[config.mk]
export PLATFORM = sky130hd
export DESIGN_NAME = sapf_ctrl
export DESIGN_NICKNAME = d
export VERILOG_FILES = /design/src/hdl/sapf_pkg.sv /design/src/hdl/sapf_ctrl.sv
export SDC_FILE = /design/constraint.sdc
export NUM_CORES = 1
export LEC_CHECK = 0
export BUFFER_PORTS_ARGS = -buffer_cell sky130_fd_sc_hd__buf_2
export CORE_AREA = 2 2 93 95
export CTS_BUF_LIST = sky130_fd_sc_hd__clkbuf_8
export CTS_CLUSTER_SIZE = 12
export DETAILED_ROUTE_END_ITERATION = 10
export DIE_AREA = 0 0 95 97
export HOLD_SLACK_MARGIN = 0.02
export PLACE_DENSITY = 0.81
export SYNTH_ARGS = -nofsm -noshare
export SYNTH_HDL_FRONTEND = slang
export SYNTH_SLANG_ARGS = --single-unit
[constraint.sdc]
create_clock -name clock -period 2.35 [get_ports clock]
set_input_delay 0.3525 -clock clock [delete_from_list [all_inputs] [get_ports clock]]
set_output_delay 0.3525 -clock clock [all_outputs]
set_load 0.005 [all_outputs]
[src/hdl/sapf_pkg.sv]
// shared types, codes and sizes of the source port acl filter
// no dependencies
`timescale 1ns / 1ps

package sapf_pkg;

   localparam int TABLE_ENTRIES_DEF = 256;
   localparam int KEY_W             = 48;

   typedef logic [KEY_W-1:0] key_type;

   localparam logic       CMD_ADD    = 1'b0;
   localparam logic       CMD_CHECK  = 1'b1;
   localparam logic       MODE_BLACK = 1'b0;
   localparam logic       MODE_WHITE = 1'b1;
   localparam logic [7:0] PROTO_TCP  = 8'd6;
   localparam logic [7:0] PROTO_UDP  = 8'd17;

   function automatic key_type make_key(input logic [31:0] addr, input logic [15:0] port);
      make_key = {addr, port};
   endfunction

endpackage

[src/hdl/sapf_ctrl.sv]
// sequencer of the acl filter: appends entries, scans the table, holds the result beat
// depends on sapf_pkg; drives the table ram ports
`timescale 1ns / 1ps

module sapf_ctrl
   import sapf_pkg::*;
#(
   parameter int TABLE_ENTRIES = TABLE_ENTRIES_DEF,
   localparam int CW = $clog2(TABLE_ENTRIES + 1),
   localparam int AW = (TABLE_ENTRIES > 1) ? $clog2(TABLE_ENTRIES) : 1
) (
   input  logic          clock,
   input  logic          reset,
   input  logic          filter_mode,
   input  logic          req_valid,
   output logic          req_ready,
   input  logic          req_command,
   input  logic [31:0]   req_src_addr,
   input  logic [15:0]   req_src_port,
   input  logic [7:0]    req_ip_protocol,
   output logic          rsp_valid,
   input  logic          rsp_ready,
   output logic          rsp_accept,
   output logic          rsp_table_full,
   output logic          ram_wr_en,
   output logic [AW-1:0] ram_wr_addr,
   output key_type       ram_wr_data,
   output logic          ram_rd_en,
   output logic [AW-1:0] ram_rd_addr,
   input  key_type       ram_rd_data
);

   typedef enum logic [1:0] {
      ST_IDLE,
      ST_SCAN,
      ST_DONE
   } state_type;

   state_type     state_ff, state_in;
   logic [CW-1:0] count_ff, count_in;
   logic [CW-1:0] idx_ff, idx_in;
   logic          pend_ff, pend_in;
   logic          hit_ff, hit_in;
   key_type       key_ff, key_in;
   logic          res_accept_ff, res_accept_in;
   logic          res_full_ff, res_full_in;
   logic          rsp_valid_ff, rsp_valid_in;
   logic          rsp_accept_ff, rsp_accept_in;
   logic          rsp_full_ff, rsp_full_in;

   logic          table_full;
   logic          new_hit;
   logic          is_tcp_udp;

   assign table_full = (count_ff == CW'(TABLE_ENTRIES));
   assign is_tcp_udp = (req_ip_protocol == PROTO_TCP) || (req_ip_protocol == PROTO_UDP);
   // pend marks that the ram output holds the entry read in the previous cycle
   assign new_hit    = hit_ff || (pend_ff && (ram_rd_data == key_ff));

   // new beats are taken only in idle, so the append write always lands
   // before any scan read of the same entry
   assign req_ready   = (state_ff == ST_IDLE);
   assign ram_wr_addr = count_ff[AW-1:0];
   assign ram_wr_data = make_key(req_src_addr, req_src_port);
   assign ram_rd_addr = idx_ff[AW-1:0];

   always_comb begin
      state_in      = state_ff;
      count_in      = count_ff;
      idx_in        = idx_ff;
      pend_in       = pend_ff;
      hit_in        = hit_ff;
      key_in        = key_ff;
      res_accept_in = res_accept_ff;
      res_full_in   = res_full_ff;
      rsp_valid_in  = rsp_valid_ff;
      rsp_accept_in = rsp_accept_ff;
      rsp_full_in   = rsp_full_ff;
      ram_wr_en     = 1'b0;
      ram_rd_en     = 1'b0;

      if (rsp_valid_ff && rsp_ready) begin
         rsp_valid_in = 1'b0;
      end

      unique case (state_ff)
         ST_IDLE: begin
            if (req_valid) begin
               key_in   = make_key(req_src_addr, req_src_port);
               state_in = ST_DONE;
               if (req_command == CMD_ADD) begin
                  res_accept_in = 1'b0;
                  res_full_in   = table_full;
                  if (!table_full) begin
                     ram_wr_en = 1'b1;
                     count_in  = count_ff + CW'(1);
                  end
               end else if (is_tcp_udp) begin
                  idx_in   = '0;
                  pend_in  = 1'b0;
                  hit_in   = 1'b0;
                  state_in = ST_SCAN;
               end else begin
                  res_accept_in = 1'b1;
                  res_full_in   = 1'b0;
               end
            end
         end
         ST_SCAN: begin
            hit_in = new_hit;
            // stop on the first match or once the last stored entry is compared
            if (new_hit || (idx_ff == count_ff)) begin
               res_accept_in = (filter_mode == MODE_WHITE) ? new_hit : !new_hit;
               res_full_in   = 1'b0;
               pend_in       = 1'b0;
               state_in      = ST_DONE;
            end else begin
               ram_rd_en = 1'b1;
               idx_in    = idx_ff + CW'(1);
               pend_in   = 1'b1;
            end
         end
         ST_DONE: begin
            if (!rsp_valid_ff || rsp_ready) begin
               rsp_valid_in  = 1'b1;
               rsp_accept_in = res_accept_ff;
               rsp_full_in   = res_full_ff;
               state_in      = ST_IDLE;
            end
         end
         default: begin
            state_in = ST_IDLE;
         end
      endcase
   end

   always_ff @(posedge clock) begin
      if (reset) begin
         state_ff     <= ST_IDLE;
         count_ff     <= '0;
         pend_ff      <= 1'b0;
         rsp_valid_ff <= 1'b0;
      end else begin
         state_ff     <= state_in;
         count_ff     <= count_in;
         pend_ff      <= pend_in;
         rsp_valid_ff <= rsp_valid_in;
      end
      idx_ff        <= idx_in;
      hit_ff        <= hit_in;
      key_ff        <= key_in;
      res_accept_ff <= res_accept_in;
      res_full_ff   <= res_full_in;
      rsp_accept_ff <= rsp_accept_in;
      rsp_full_ff   <= rsp_full_in;
   end

   assign rsp_valid      = rsp_valid_ff;
   assign rsp_accept     = rsp_accept_ff;
   assign rsp_table_full = rsp_full_ff;

endmodule

==> impl_metrics.tcl <==
set metrics [dict create \
    status "finished, final reports clean" \
    crit_path_cell_trace "xor2_1 -> nor4_2 -> and4_1 -> and4_4 -> nor4_4 -> buf_2" \
    cts-root-buf "clkbuf_8" \
    start_util 0.4799 \
    hpwlAfterDp_um 7092 \
    min_path_type "in2reg" \
    path_delay_family "simple AND/OR/NAND/NOR gates" \
    cts_num_sinks 75 \
    yosysWarnings 0 \
    switching_share 0.2305 \
    netlist_instances 326 \
    yosysSeqAreaShare 0.5436 \
    ant_nets 0 \
    place_congestion 0.8219 \
    hold_violations 0 \
    final_core_util 0.5862 \
    internal_power_uw 2171 \
    critPathArrivalTime_ns 1.90 \
    cts_buffer_depth 2 \
    synth-seq-cells 75 \
    synth_enable_flop_cells 62 \
    cts.clk_slew.worst_paths_ns 0.08 \
    p_leak_uw 0.001968 \
    power.switching_uw 650.3 \
    skew_ns 0.01174 \
    num_rows 33 \
    ir_worst_vdd_mv 0.4850 \
    grt_overflow 0 \
    dr.pass1.iters 4 \
    min_period_ns 2.252 \
    hold_start "req_src_addr[11]" \
    layout.nets 572 \
    netlist_area_sq_um 3904 \
    drc_errors 0 \
    crit_buf_inv 1 \
    path_class "reg2out" \
    crit_slowest_cell "edfxtp_1" \
    max_freq_mhz 444.0 \
    clkLatencyLatePin_ns 0.33 \
    cts_buffers 9 \
    ctsHoldBuffers 0 \
    power_frac_comb 0.117 \
    fp.dieW_um 95 \
    area_growth_pct 22.15 \
    drv_cap 0 \
    multi_input_area_sq_um 1295 \
    via_per_inst 4.898 \
    synth_cell_types 38 \
    ys.flop_type "edfxtp_1" \
    cts_tree "yes" \
    fp.dieH_um 97 \
    setup_viol 0 \
    r2r_start "key_ff[20]" \
    avgSynthCellArea_sq_um 11.97 \
    io-pin-count 180 \
    dr.first_iter.drc_count 63 \
    p_seq_frac 0.543 \
    wl_per_cell_um 15.39 \
    track_usage 0.1908 \
    fp.coreArea_sq_um 8134 \
    antenna_found_initial 0 \
    cp-end-kind "output port" \
    wl_um 8757 \
    clock_power_share 0.340 \
    crit_start "key_ff[47]" \
    vias 2787 \
    htreeDepth 3 \
    dieArea_sq_um 9215 \
    syn-num-nets 439 \
    seqCellArea_sq_um 2122 \
    n_fill_cell 673 \
    finalCritPeriodShare 0.9584 \
    rsz0062_at_grt "yes" \
    grt_max_degree 38 \
    crit_required_ns 2.00 \
    drv_slew 0 \
    path_max_fanout 4 \
    startpoint_type "register" \
    portBuffers 179 \
    async_flop_share 0 \
    drive_gt1_frac 0.4720 \
    grt_pass1_vias 2931 \
    relSlewSlack 0.5610 \
    powerDensity_nw_per_um2 591.8 \
    tightest_slew_ns 0.6525 \
    diodes 0 \
    max_stage_delay_ns 0.38 \
    setup_tns_ns 0 \
    grt_pass1_wl_um 13540 \
]
final cells by class:
| cell class | instances | area share |
|---|---|---|
| Clock buffer | 9 | 0.02598 |
| Clock inverter | 7 | 0.01417 |
| Inverter | 8 | 0.006298 |
| Multi-Input combinational cell | 174 | 0.2716 |
| Sequential cell | 75 | 0.4450 |
| Tap cell | 105 | 0.02755 |
| Timing Repair Buffer | 191 | 0.2094 |
logic make-up (layout without fill, tap and decap cells):
group                      count (synthesis)  count (layout)  share of synthesized area
DFF                                       75              75                     0.5436
AOI/OAI and AO/OA                         25              25                    0.04936
and+or+nand+nor                           84              84                     0.1205
adders and majority gates                  3               3                   0.009616
buffers and inverters                     77             215                     0.1378
xor gates and xnor gates                  62              62                     0.1391
worst paths after layout:
check	to	slack, ns	cells past startpoint
min reg2reg	rsp_accept	0.44	0
max reg2reg	idx_ff[4]	0.28	7
max	ram_rd_en	0.1	6
min	key_ff[27]	0.20	1
per-layer routing:
layer  GRT usage  part of all wire
met5           0                 0
met4     0.05240            0.0094
met3     0.05841             0.077
met2      0.3622              0.56
met1      0.1970              0.36
cells in the mapped netlist, types with 3 or more instances:
cell type / n / area [sq um]
nor4_1: 7 / 43.79
nor3_1: 3 / 15.01
nand2b_1: 8 / 50.05
clkbuf_1: 3 / 11.26
nor2_1: 23 / 86.33
a21oi_1: 7 / 35.03
nand4_1: 11 / 68.82
o21ai_0: 5 / 25.02
o2111ai_1: 3 / 26.28
xnor2_1: 45 / 394.1
nand2_1: 7 / 26.28
nand3_1: 6 / 30.03
and4_1: 3 / 26.28
edfxtp_1: 62 / 1862
xor2_1: 17 / 148.9
ha_1: 3 / 37.54
inv_1: 8 / 30.03
buf_4: 64 / 480.5
dfxtp_1: 13 / 260.3
or3_1: 5 / 31.28
stage by stage:
stage	area (sq um)	cells	hold slack (ns)	setup WS, ns	total power (uW)
floorplan	3904	326	0.4003	0.2082	1756
global placement	4519	552	0.4137	-0.09442	1877
detailed placement	4519	552	0.4212	-0.1872	1890
CTS	4748	568	0.1834	-0.01271	2847
global route	4768	569	0.1836	-0.02552	2933
finish	4768	569	0.2032	0.09779	2822
placed cells by master, fill, tap and decap left out, drive strengths merged, types with 4 or more instances in the layout:
cell type  count
nand2          7
nand3          7
clkbuf         9
a21oi          7
and4           4
or3            5
dfxtp         13
edfxtp        62
nor4           7
buf          191
nand4         11
o21ai          5
xnor2         45
nand2b         8
xor2          17
inv           11
nor2          23
sequential cells by signal, summed over array words and instances (netlist names):
register        count
res_full_ff         1
rsp_valid           1
count_ff            9
key_ff             48
rsp_accept          1
res_accept_ff       1
idx_ff              9
pend_ff             1
hit_ff              1
rsp_table_full      1
state_ff            2
power by group through the flow:
stage / Clock [uW] / Combinational [uW] / Sequential (uW)
2_1_floorplan: 0 / 196 / 1560
4_1_cts: 983 / 331 / 1530
3_5_place_dp: 0 / 326 / 1560
6_report: 960 / 330 / 1530
5_1_grt: 1030 / 362 / 1540
3_3_place_gp: 0 / 317 / 1560
what timing repair did:
item / 4_1_cts / 5_1_grt
resized for setup: 7 / 3
endpoints found under the setup margin: 1 / 1
buffers inserted: 0 / 1
pin swaps: 2 / 5
Power figures use the tool's default switching activity.
